## src/rtl/sbrl_pkg.sv

```systemverilog
// ----------------------------------------------------------------------------
// sbrl_pkg: shared types and constants of the serial boot record loader
// Holds the parse phase and result kind codes, the acknowledge byte and the
// result and status structures passed between the parser and the top level.
// ----------------------------------------------------------------------------
`timescale 1ns / 1ps
`default_nettype none

package sbrl_pkg;

  // Default load address width and the fixed width of the mem_addr field
  localparam int ADDR_BITS_DEF = 24;
  localparam int MEM_ADDR_W    = 24;
  localparam int BYTE_W        = 8;
  localparam int WORD_W        = 32;

  // Acknowledge byte sent when the stream ends
  localparam logic [BYTE_W-1:0] ACK_BYTE = 8'h10;

  // Parse phase
  typedef enum logic [1:0] {
    PH_LEN  = 2'd0,
    PH_ADDR = 2'd1,
    PH_DATA = 2'd2,
    PH_DONE = 2'd3
  } phase_t;

  // Result kind
  typedef enum logic [1:0] {
    KIND_HDR     = 2'd0,
    KIND_WRITE   = 2'd1,
    KIND_ACK     = 2'd2,
    KIND_IGNORED = 2'd3
  } kind_t;

  // One result item
  typedef struct packed {
    kind_t                 kind;
    logic [MEM_ADDR_W-1:0] mem_addr;
    logic [BYTE_W-1:0]     mem_data;
    logic [BYTE_W-1:0]     tx_byte;
  } result_t;

  // Parser status seen by the top level
  typedef struct packed {
    phase_t     phase;
    logic [1:0] byte_pos;
  } status_t;

endpackage

`default_nettype wire

```

## src/rtl/serial_boot_record_loader.sv

```systemverilog
// A transferred byte is held in the input register, then its result in the result register behind out_valid.
// Throughput: one byte per cycle; the input and result registers move together
// whenever the result register is empty or its result is taken.
// Reset (rst, synchronous): empties both registers and returns the parser to
// expecting length bytes with a cleared write pointer and byte count.
// ----------------------------------------------------------------------------
// serial_boot_record_loader: serial boot record loader top level
// Registers each received byte, parses it through the record state machine
// and registers the result: header taken, memory write, acknowledge or ignore.
// ----------------------------------------------------------------------------
`timescale 1ns / 1ps
`default_nettype none

module serial_boot_record_loader #(
  parameter int ADDR_BITS = sbrl_pkg::ADDR_BITS_DEF
) (
  input  wire logic                              clk,
  input  wire logic                              rst,
  input  wire logic                              in_valid,
  output logic                                   in_stall,
  input  wire logic [sbrl_pkg::BYTE_W-1:0]       rx_byte,
  output logic                                   out_valid,
  input  wire logic                              out_stall,
  output logic [1:0]                             kind,
  output logic [sbrl_pkg::MEM_ADDR_W-1:0]        mem_addr,
  output logic [sbrl_pkg::BYTE_W-1:0]            mem_data,
  output logic [sbrl_pkg::BYTE_W-1:0]            tx_byte
);

  logic                           ir_valid;
  logic [sbrl_pkg::BYTE_W-1:0]    ir_byte;
  sbrl_pkg::result_t              res, res_reg;
  sbrl_pkg::status_t              status;
  logic                           advance;
  logic                           step;

  // Move when the result register is free or being taken
  assign advance  = !out_valid || !out_stall;
  assign step     = ir_valid && advance;
  assign in_stall = ir_valid && !advance;

  // Hold the received byte
  always_ff @(posedge clk) begin
    if (rst) begin
      ir_valid <= 1'b0;
    end else if (advance || !ir_valid) begin
      ir_valid <= in_valid;
    end
  end

  always_ff @(posedge clk) begin
    if (in_valid && !in_stall) begin
      ir_byte <= rx_byte;
    end
  end

  sbrl_parser #(
    .ADDR_BITS (ADDR_BITS)
  ) u_parser (
    .clk     (clk),
    .rst     (rst),
    .step    (step),
    .rx_byte (ir_byte),
    .result  (res),
    .status  (status)
  );

  // Hold the result until transferred
  always_ff @(posedge clk) begin
    if (rst) begin
      out_valid <= 1'b0;
    end else if (advance) begin
      out_valid <= ir_valid;
    end
  end

  always_ff @(posedge clk) begin
    if (step) begin
      res_reg <= res;
    end
  end

  assign kind     = res_reg.kind;
  assign mem_addr = res_reg.mem_addr;
  assign mem_data = res_reg.mem_data;
  assign tx_byte  = res_reg.tx_byte;

`ifndef SYNTHESIS
  // Once ended, the parser stays ended until reset
  a_done_sticky: assert property (@(posedge clk) disable iff (rst)
    status.phase == sbrl_pkg::PH_DONE |=> status.phase == sbrl_pkg::PH_DONE)
    else $error("parser left the ended phase");

  // Header byte position is idle outside header phases
  a_pos_idle: assert property (@(posedge clk) disable iff (rst)
    (status.phase == sbrl_pkg::PH_DATA || status.phase == sbrl_pkg::PH_DONE)
    |-> status.byte_pos == 2'd0)
    else $error("byte position nonzero outside header phases");

  // A stepped byte always lands in the result register
  a_step_result: assert property (@(posedge clk) disable iff (rst)
    step |=> out_valid)
    else $error("stepped byte produced no result");

  // An acknowledge carries the ack byte and no write fields
  a_ack_fields: assert property (@(posedge clk) disable iff (rst)
    out_valid && res_reg.kind == sbrl_pkg::KIND_ACK
    |-> tx_byte == sbrl_pkg::ACK_BYTE && mem_addr == '0 && mem_data == '0)
    else $error("acknowledge result has wrong fields");
`endif

endmodule

`default_nettype wire

```

## src/rtl/sbrl_parser.sv

```systemverilog
// ----------------------------------------------------------------------------
// sbrl_parser: record parser state machine
// Holds the phase, header assembly word, remaining byte count and write
// pointer, and forms the result for the current byte combinationally.
// ----------------------------------------------------------------------------
`timescale 1ns / 1ps
`default_nettype none

module sbrl_parser #(
  parameter int ADDR_BITS = sbrl_pkg::ADDR_BITS_DEF
) (
  input  wire logic                           clk,
  input  wire logic                           rst,
  input  wire logic                           step,
  input  wire logic [sbrl_pkg::BYTE_W-1:0]    rx_byte,
  output sbrl_pkg::result_t                   result,
  output sbrl_pkg::status_t                   status
);

  sbrl_pkg::phase_t                  phase, phase_next;
  logic [1:0]                        byte_pos, byte_pos_next;
  logic [sbrl_pkg::WORD_W-1:0]       assembly_word, assembly_word_next;
  logic [sbrl_pkg::WORD_W-1:0]       bytes_left, bytes_left_next;
  logic [ADDR_BITS-1:0]              write_pointer, write_pointer_next;

  logic [sbrl_pkg::WORD_W-1:0]       word_merged;
  logic [sbrl_pkg::WORD_W-1:0]       left_dec;
  logic [sbrl_pkg::WORD_W-1:0]       wp_wide;

  // Merge the new header byte at its position, low byte first
  assign word_merged = assembly_word
                     | (sbrl_pkg::WORD_W'(rx_byte) << {byte_pos, 3'b000});
  assign left_dec    = bytes_left - sbrl_pkg::WORD_W'(1);
  assign wp_wide     = sbrl_pkg::WORD_W'(write_pointer);

  // Hold state, advance on each stepped byte
  always_ff @(posedge clk) begin
    if (rst) begin
      phase         <= sbrl_pkg::PH_LEN;
      byte_pos      <= '0;
      assembly_word <= '0;
      bytes_left    <= '0;
      write_pointer <= '0;
    end else if (step) begin
      phase         <= phase_next;
      byte_pos      <= byte_pos_next;
      assembly_word <= assembly_word_next;
      bytes_left    <= bytes_left_next;
      write_pointer <= write_pointer_next;
    end
  end

  // Next state and result for the current byte
  always_comb begin
    phase_next         = phase;
    byte_pos_next      = byte_pos;
    assembly_word_next = assembly_word;
    bytes_left_next    = bytes_left;
    write_pointer_next = write_pointer;
    result.kind        = sbrl_pkg::KIND_HDR;
    result.mem_addr    = '0;
    result.mem_data    = '0;
    result.tx_byte     = '0;
    case (phase)
      sbrl_pkg::PH_LEN, sbrl_pkg::PH_ADDR: begin
        assembly_word_next = word_merged;
        if (byte_pos == 2'd3) begin
          byte_pos_next      = '0;
          assembly_word_next = '0;
          if (phase == sbrl_pkg::PH_LEN) begin
            // Zero length ends the stream
            if (word_merged == '0) begin
              result.kind    = sbrl_pkg::KIND_ACK;
              result.tx_byte = sbrl_pkg::ACK_BYTE;
              phase_next     = sbrl_pkg::PH_DONE;
            end else begin
              bytes_left_next = word_merged;
              phase_next      = sbrl_pkg::PH_ADDR;
            end
          end else begin
            write_pointer_next = word_merged[ADDR_BITS-1:0];
            phase_next         = sbrl_pkg::PH_DATA;
          end
        end else begin
          byte_pos_next = byte_pos + 2'd1;
        end
      end
      sbrl_pkg::PH_DATA: begin
        result.kind        = sbrl_pkg::KIND_WRITE;
        result.mem_addr    = wp_wide[sbrl_pkg::MEM_ADDR_W-1:0];
        result.mem_data    = rx_byte;
        write_pointer_next = write_pointer + ADDR_BITS'(1);
        bytes_left_next    = left_dec;
        // Last data byte: expect the next length
        if (left_dec == '0) begin
          phase_next         = sbrl_pkg::PH_LEN;
          byte_pos_next      = '0;
          assembly_word_next = '0;
        end
      end
      default: begin
        result.kind = sbrl_pkg::KIND_IGNORED;
      end
    endcase
  end

  assign status.phase    = phase;
  assign status.byte_pos = byte_pos;

endmodule

`default_nettype wire

```

## config.mk

```make
export PLATFORM = sky130hd
export DESIGN_NAME = serial_boot_record_loader
export DESIGN_NICKNAME = d
export VERILOG_FILES = /design/src/rtl/sbrl_pkg.sv /design/src/rtl/serial_boot_record_loader.sv /design/src/rtl/sbrl_parser.sv
export SDC_FILE = /design/constraint.sdc
export NUM_CORES = 1
export LEC_CHECK = 0
export ABC_AREA = 0
export BUFFER_PORTS_ARGS = -buffer_cell sky130_fd_sc_hd__buf_4
export CAP_MARGIN = 20
export CORE_UTILIZATION = 45
export DETAILED_ROUTE_END_ITERATION = 10
export REMOVE_ABC_BUFFERS = 1
export SETUP_SLACK_MARGIN = 0.3
export SLEW_MARGIN = 20
export SYNTH_ARGS = -nofsm -noshare
export SYNTH_HDL_FRONTEND = slang
export SYNTH_SLANG_ARGS = --single-unit
```

## constraint.sdc

```tcl
create_clock -name clk -period 5.58 [get_ports clk]
set_input_delay 0.558 -clock clk [delete_from_list [all_inputs] [get_ports clk]]
set_output_delay 0.558 -clock clk [all_outputs]
set_load 0.03 [all_outputs]
```

==> impl_metrics.env, run 1 <==
export IMPL_drcViolationCount=1
export IMPL_synth_area_leaders="dfxtp_1, edfxtp_1, nand2_1"
export IMPL_maxSlewViolCount=0
export IMPL_dp_cells=1096
export IMPL_violations="design-rule violations"
export IMPL_grtUsageMet2=0.410
export IMPL_use_met3=0.0471
export IMPL_grt_pass1_vias=6150
export IMPL_status="finished, violations left"
export IMPL_clock_fmax_ghz=0.249
export IMPL_cts_sinks=137
export IMPL_wl_per_cell_um=18.4
export IMPL_ios=56
export IMPL_crit_fanout=28
export IMPL_antenna_cells=0
export IMPL_r2r_cells=9
export IMPL_nets=915
export IMPL_ys_seq_elements=137
export IMPL_synthCells=886
export IMPL_met1_usage=0.338
export IMPL_worst_r2r_startpoint="u_parser.bytes_left[0]$_SDFFE_PP0P_"
export IMPL_fin_skew_ps=8.58
export IMPL_p_per_area_nw_per_um2=281
export IMPL_leakage_nw=3.14
export IMPL_core_area_um2=15800
export IMPL_whs_endpoint="ir_byte[0]$_DFFE_PP_"
export IMPL_synth_top_area_cell="dfxtp_1"
export IMPL_synth_seq_area_share=0.437
export IMPL_fin_cells=1128
export IMPL_syn2layout_area_growth_pct=14.0
export IMPL_setup_tns_ps=0
export IMPL_cp_data_required_time_ps=5840
export IMPL_hold_depth=1
export IMPL_placed_area_um2=7710
export IMPL_vias=6728
export IMPL_r2r_end="u_parser.assembly_word[6]$_SDFFE_PP0P_"
export IMPL_ys_warn_count=0
export IMPL_synth_edf_count=43
export IMPL_antenna_found_initial=0
export IMPL_path_clk_slew_ps=60
export IMPL_globalRoute_busiestLayer="met2"
export IMPL_die_w_um=129
export IMPL_cts_max_level=4
export IMPL_yosysTopAreaCellShare=0.259
export IMPL_max_slew_margin=0.324
export IMPL_dp_hpwl_um=14100
export IMPL_ant_nets=0
export IMPL_hold_start="rx_byte[0]"
export IMPL_seq_area_um2=3170
export IMPL_multi_input_area_um2=3720
export IMPL_crit_arrival_ps=4280
export IMPL_grt_start_max_net_pins=78
export IMPL_rows=46
export IMPL_endpoint_kind="register"
export IMPL_drt_wl_total_um=20800
export IMPL_rsz0062_at_grt="false"
export IMPL_synth_ff_type="dfxtp_1"
export IMPL_gp_congestion=0.951
export IMPL_syn_area_per_cell_um2=8.20
export IMPL_crit_path_start_kind="register"
export IMPL_cts_made_buffers=17
export IMPL_cts_hold_buf=0
export IMPL_report_final_setup_viol=0
export IMPL_die_area_um2=16700
export IMPL_place_port_buffers=48
export IMPL_critPathKind="reg -> reg"
export IMPL_hold_class="in -> reg"
export IMPL_cts_tree="done"
export IMPL_ir_drop_uv=228
export IMPL_min_period_over_period=0.720
export IMPL_grt_pass1_wl_um=32500
export IMPL_drive_gt1_frac=0.116
export IMPL_cts_root_buf="clkbuf_16"
export IMPL_ctsResizeCount=0
export IMPL_period_minus_slack_ps=4020
export IMPL_die_y_um=129
export IMPL_worst_slew_pin_slew_ps=1010
export IMPL_ys_types=68
export IMPL_clk_latency_ps=430
export IMPL_final_hold_viol_count=0
export IMPL_final_area_um2=8280
export IMPL_ff2ff_setup_slack_ps=1560
export IMPL_overflow=0
export IMPL_clock_tree_buffer_depth=2
export IMPL_firstDrtPassIters=8
export IMPL_postCtsSetupRepairBufs=0
export IMPL_drv_cap=0
export IMPL_netlist_area_um2=7270
export IMPL_viasPerCell=5.96
export IMPL_utilization=0.523
export IMPL_start_util=0.459
export IMPL_drtIter0Drc=576
export IMPL_grtUsageTotal=0.256
export IMPL_async_reset_ff_frac=0
export IMPL_fillCellCount=1459
-- cell usage after synthesis (all sizes together), types with 17 or more instances --
cell type	n
nand2	111
clkbuf	53
o21ai	82
a21oi	60
dfxtp	94
nor3	30
nand4	17
and2	35
nor2	77
edfxtp	43
a22oi	24
nor4	20
nand3	19
inv	33
-- worst max-delay path: stages, from the launching register on --
cell and delay [ps]:
dfxtp_1 370, inv_1 100, ha_1 290, or4b_1 670, or4_1 610, nor3_1 320, xor2_1 130, or4_4 520
o211ai_4 620, o32ai_1 210
-- registers in the layout (all words and copies together) (netlist names) --
register and cells:
ir_byte 8, u_parser.bytes_left 32, ir_valid 1, u_parser.phase 2, tx_byte 1, u_parser.byte_pos 2
out_valid 1, mem_addr 24, mem_data 8, kind 2, u_parser.assembly_word 32, u_parser.write_pointer 24
-- routing by layer --
metal | wire length (um) | part of all wire | vias up
li1 | - | - | 3250
met1 | 9210 | 0.44 | 3180
met2 | 9650 | 0.46 | 253
met3 | 1330 | 0.064 | 45
met4 | 569 | 0.027 | 0
met5 | 0 | 0 | -
-- report_power, final --
part / leakage, nW / total (W) / internal (W) / switching (W)
registers: 1.17 / 0.00107 / 0.00105 / 0.0000186
logic: 1.68 / 0.000147 / 0.0000424 / 0.000105
clock network: 0.288 / 0.00112 / 0.000659 / 0.000459
total: 3.14 / 0.00233 / 0.00175 / 0.000582
-- worst max path at each step --
| stage | to | startpoint | cells after the start | slack (ps) |
|---|---|---|---|---|
| after floorplan | u_parser.bytes_left[31]$_SDFFE_PP0P_ | out_stall | 5 | -170 |
| after global placement | u_parser.assembly_word[21]$_SDFFE_PP0P_ | u_parser.bytes_left[0]$_SDFFE_PP0P_ | 9 | 1760 |
| after detailed placement | u_parser.assembly_word[22]$_SDFFE_PP0P_ | u_parser.bytes_left[0]$_SDFFE_PP0P_ | 9 | 1590 |
| after CTS | u_parser.assembly_word[22]$_SDFFE_PP0P_ | u_parser.bytes_left[0]$_SDFFE_PP0P_ | 9 | 1590 |
| after global routing | u_parser.assembly_word[9]$_SDFFE_PP0P_ | u_parser.bytes_left[0]$_SDFFE_PP0P_ | 9 | 1290 |
| final | u_parser.assembly_word[6]$_SDFFE_PP0P_ | u_parser.bytes_left[0]$_SDFFE_PP0P_ | 9 | 1560 |
-- cell type report --
type,instances,share of cell area
Multi-Input combinational cell,653,0.449
Sequential cell,137,0.383
Clock buffer,17,0.0514
Timing Repair Buffer,56,0.0507
Tap cell,216,0.0326
Clock inverter,15,0.0181
Inverter,34,0.0154
-- cells in the final DEF, fill, tap and decap left out, types with 4 or more instances in the layout --
cell type | netlist | routed
xnor2_1 | 4 | 4
or4_1 | 5 | 5
edfxtp_1 | 43 | 43
a21oi_1 | 60 | 60
inv_1 | 33 | 33
nor3_1 | 29 | 28
nand4b_1 | 4 | 4
a21o_1 | 4 | 4
buf_4 | 7 | 56
nor2_1 | 77 | 77
o211ai_1 | 5 | 5
clkbuf_16 | 0 | 17
or3_1 | 9 | 9
nand3b_1 | 9 | 9
nand2_1 | 111 | 111
nand4_1 | 17 | 17
o21ai_0 | 82 | 82
dfxtp_1 | 94 | 94
nor2b_1 | 13 | 12
a22oi_1 | 24 | 24
nand2b_1 | 6 | 5
a31oi_1 | 6 | 6
clkinv_2 | 0 | 6
o22ai_1 | 7 | 7
o41ai_1 | 6 | 6
o32ai_1 | 16 | 16
inv_6 | 0 | 4
xor2_1 | 5 | 5
conb_1 | 1 | 7
and3_1 | 12 | 12
or2_2 | 4 | 4
ha_1 | 4 | 4
nor4_1 | 19 | 19
and2_1 | 35 | 35
o31ai_1 | 12 | 12
nand3_1 | 18 | 18
-- kinds of logic (layout without fill, tap and decap cells) --
| group | after synthesis | count (layout) | synth area share |
|---|---|---|---|
| xor gates and xnor gates | 9 | 9 | 0.0108 |
| AOI/OAI and AO/OA | 248 | 248 | 0.215 |
| adders and majority gates | 4 | 4 | 0.00689 |
| and+or+nand+nor | 383 | 383 | 0.268 |
| buffers and inverters | 102 | 122 | 0.0587 |
| DFF | 137 | 137 | 0.437 |
| muxes | 2 | 2 | 0.00293 |
| other | 1 | 7 | 0.000516 |
-- metrics by stage --
step           total power (W)  hold WS, ps  worst slack [ps]
2_1_floorplan          0.00117          442              -172
3_3_place_gp           0.00123          452              1760
3_5_place_dp           0.00123          462              1590
4_1_cts                0.00234          299              1590
5_1_grt                0.00240          296              1290
6_report               0.00233          307              1560
Note: power is estimated with default switching activity, not from simulation.
==> run 2, diff against run 1 <==
- ABC_AREA: 0 -> 1
- clock period: 5.58 -> 3.9 ns (I/O delays scaled with it)
==> impl_metrics.env, run 2 <==
export IMPL_status="complete, no violations"
export IMPL_grt_pass1_vias=6963
export IMPL_grt_pass1_wl_um=35300
export IMPL_post_synth_top_count_cell="nand2_1"
export IMPL_antenna_cells=0
export IMPL_vias=7585
export IMPL_async_reset_ff_frac=0
export IMPL_ctsResizeCount=0
export IMPL_core_area_um2=16800
export IMPL_fillCellCount=1736
export IMPL_p_per_area_nw_per_um2=399
export IMPL_period_minus_slack_ps=2910
export IMPL_timing_final_ws_setup_ps=988
export IMPL_clk_latency_ps=430
export IMPL_ant_nets=0
export IMPL_firstDrtPassIters=7
export IMPL_nets=1192
export IMPL_postCtsSetupRepairBufs=0
export IMPL_ir_drop_uv=298
export IMPL_syn2layout_area_growth_pct=13.4
export IMPL_ys_warn_count=0
export IMPL_max_slew_margin=0.404
export IMPL_final_cell_mix="nand2_1, nor2_1, inv_1, dfxtp_1, nand3_1"
export IMPL_die_area_um2=18000
export IMPL_slowest_stage="buf_4"
export IMPL_gp_congestion=0.868
export IMPL_drive_gt1_frac=0.117
export IMPL_crit_arrival_ps=3230
export IMPL_grt_start_max_net_pins=65
export IMPL_dp_hpwl_um=15400
export IMPL_cts_made_buffers=17
export IMPL_min_period_over_period=0.747
export IMPL_syn_area_per_cell_um2=6.80
export IMPL_met1_usage=0.326
export IMPL_multi_input_area_um2=3980
export IMPL_viasPerCell=5.38
export IMPL_cts_hold_buf=0
export IMPL_grtUsageMet2=0.420
export IMPL_setup_tns_ps=0
export IMPL_synthCells=1155
export IMPL_wl_per_cell_um=15.6
export IMPL_final_common_cell="nand2_1"
export IMPL_synth_seq_area_share=0.404
export IMPL_clock_tree_buffer_depth=2
export IMPL_synth_edf_count=43
export IMPL_cts_sinks=137
export IMPL_yosysTopAreaCellShare=0.240
export IMPL_utilization=0.529
export IMPL_maxSlewViolCount=0
export IMPL_endpoint_kind="register"
export IMPL_seq_area_um2=3170
export IMPL_worst_slew_pin_slew_ps=893
export IMPL_place_port_buffers=48
export IMPL_antenna_found_initial=0
export IMPL_path_clk_slew_ps=60
export IMPL_top_regs="u_parser.assembly_word (32), u_parser.bytes_left (32)"
export IMPL_place_ws_ps=1030
export IMPL_report_final_setup_viol=0
export IMPL_cp_cell_sequence="inv_1 -> ha_1 -> nand2_2 -> nor2_2 -> nand2_1 -> nand2_1 -> nand2_1 -> nor2_1 -> nand2_1 -> nor3_1 -> nand3_1 -> nand2_2 -> buf_4 -> nand3_1 -> nand2_1 -> nor2_1"
export IMPL_netlist_area_um2=7850
export IMPL_clock_fmax_ghz=0.343
export IMPL_cp_buffers_inverters=2
export IMPL_cp_data_required_time_ps=4220
export IMPL_rows=47
export IMPL_drv_cap=0
export IMPL_synth_area_leaders="dfxtp_1, edfxtp_1, nand2_1"
export IMPL_drcViolationCount=0
export IMPL_crit_top_cell="nand2_1"
export IMPL_start_util=0.467
export IMPL_critPathTopFamily="simple AND/OR/NAND/NOR gates"
export IMPL_leakage_nw=3.73
export IMPL_ios=56
export IMPL_grtUsageTotal=0.253
export IMPL_rsz0062_at_grt="false"
export IMPL_synth_ff_type="dfxtp_1"
export IMPL_drt_wl_total_um=22000
export IMPL_globalRoute_busiestLayer="met2"
export IMPL_cts_root_buf="clkbuf_16"
export IMPL_overflow=0
export IMPL_crit_fanout=27
export IMPL_synth_common_cells="nand2_1, nor2_1, inv_1"
export IMPL_cts_tree="done"
export IMPL_die_y_um=134
export IMPL_die_w_um=134
export IMPL_final_hold_viol_count=0
export IMPL_hold_class="in -> reg"
export IMPL_drtIter0Drc=555
export IMPL_cts_max_level=4
export IMPL_ys_types=41
export IMPL_fin_skew_ps=7.77
export IMPL_crit_path_start_kind="register"
export IMPL_critPathKind="reg -> reg"
export IMPL_slowest_delay_ps=370
export IMPL_ys_seq_elements=137
export IMPL_synth_top_area_cell="dfxtp_1"
export IMPL_use_met3=0.0461
run 2: logic make-up (layout without fill, tap and decap cells):
group	count (synthesis)	count (layout)	share of synthesized area
adders and majority gates	4	4	0.00637
DFF	137	137	0.404
buffers and inverters	174	202	0.0964
other	1	7	0.000478
and+or+nand+nor	665	665	0.353
AOI/OAI and AO/OA	172	172	0.138
xor gates and xnor gates	2	2	0.00223
run 2: metal layers:
layer	vias to the layer above	part of all wire	wire length (um)
met5	-	0	0
met4	0	0.025	544
met3	40	0.052	1140
met2	242	0.47	10300
met1	3508	0.46	10100
li1	3795	-	-
run 2: where the power goes:
part | internal (W) | switching (W) | leakage (nW) | total [W]
registers | 0.00151 | 0.0000254 | 1.18 | 0.00154
clock network | 0.00104 | 0.000627 | 0.290 | 0.00166
logic | 0.000116 | 0.000241 | 2.26 | 0.000357
run 2: worst paths after layout:
| path | start | to | slack, ps | cells past startpoint |
|---|---|---|---|---|
| hold / removal | rx_byte[1] | ir_byte[1]$_DFFE_PP_ | 140 | 1 |
| setup reg to reg | u_parser.bytes_left[0]$_SDFFE_PP0P_ | u_parser.assembly_word[31]$_SDFFE_PP0P_ | 990 | 16 |
| hold reg to reg | u_parser.assembly_word[1]$_SDFFE_PP0P_ | u_parser.assembly_word[1]$_SDFFE_PP0P_ | 460 | 2 |
| setup / recovery | u_parser.bytes_left[0]$_SDFFE_PP0P_ | u_parser.assembly_word[31]$_SDFFE_PP0P_ | 990 | 16 |
run 2: final cells by class:
type | instances | share of cell area
clock inverters | 12 | 0.0167
repair buffers | 60 | 0.0520
well taps | 220 | 0.0309
flip-flops and latches | 137 | 0.356
multi-input cells | 850 | 0.446
clock buffers | 20 | 0.0513
inverters | 110 | 0.0464
run 2: per-stage QoR:
step / cells / cell area (um2) / hold WS, ps / power (W)
after floorplan: 1097 / 7530 / 431 / 0.00181
after global placement: 1377 / 8300 / 448 / 0.00192
after detailed placement: 1377 / 8300 / 451 / 0.00192
after CTS: 1409 / 8900 / 124 / 0.00358
after global routing: 1409 / 8900 / 122 / 0.00369
final: 1409 / 8900 / 140 / 0.00356
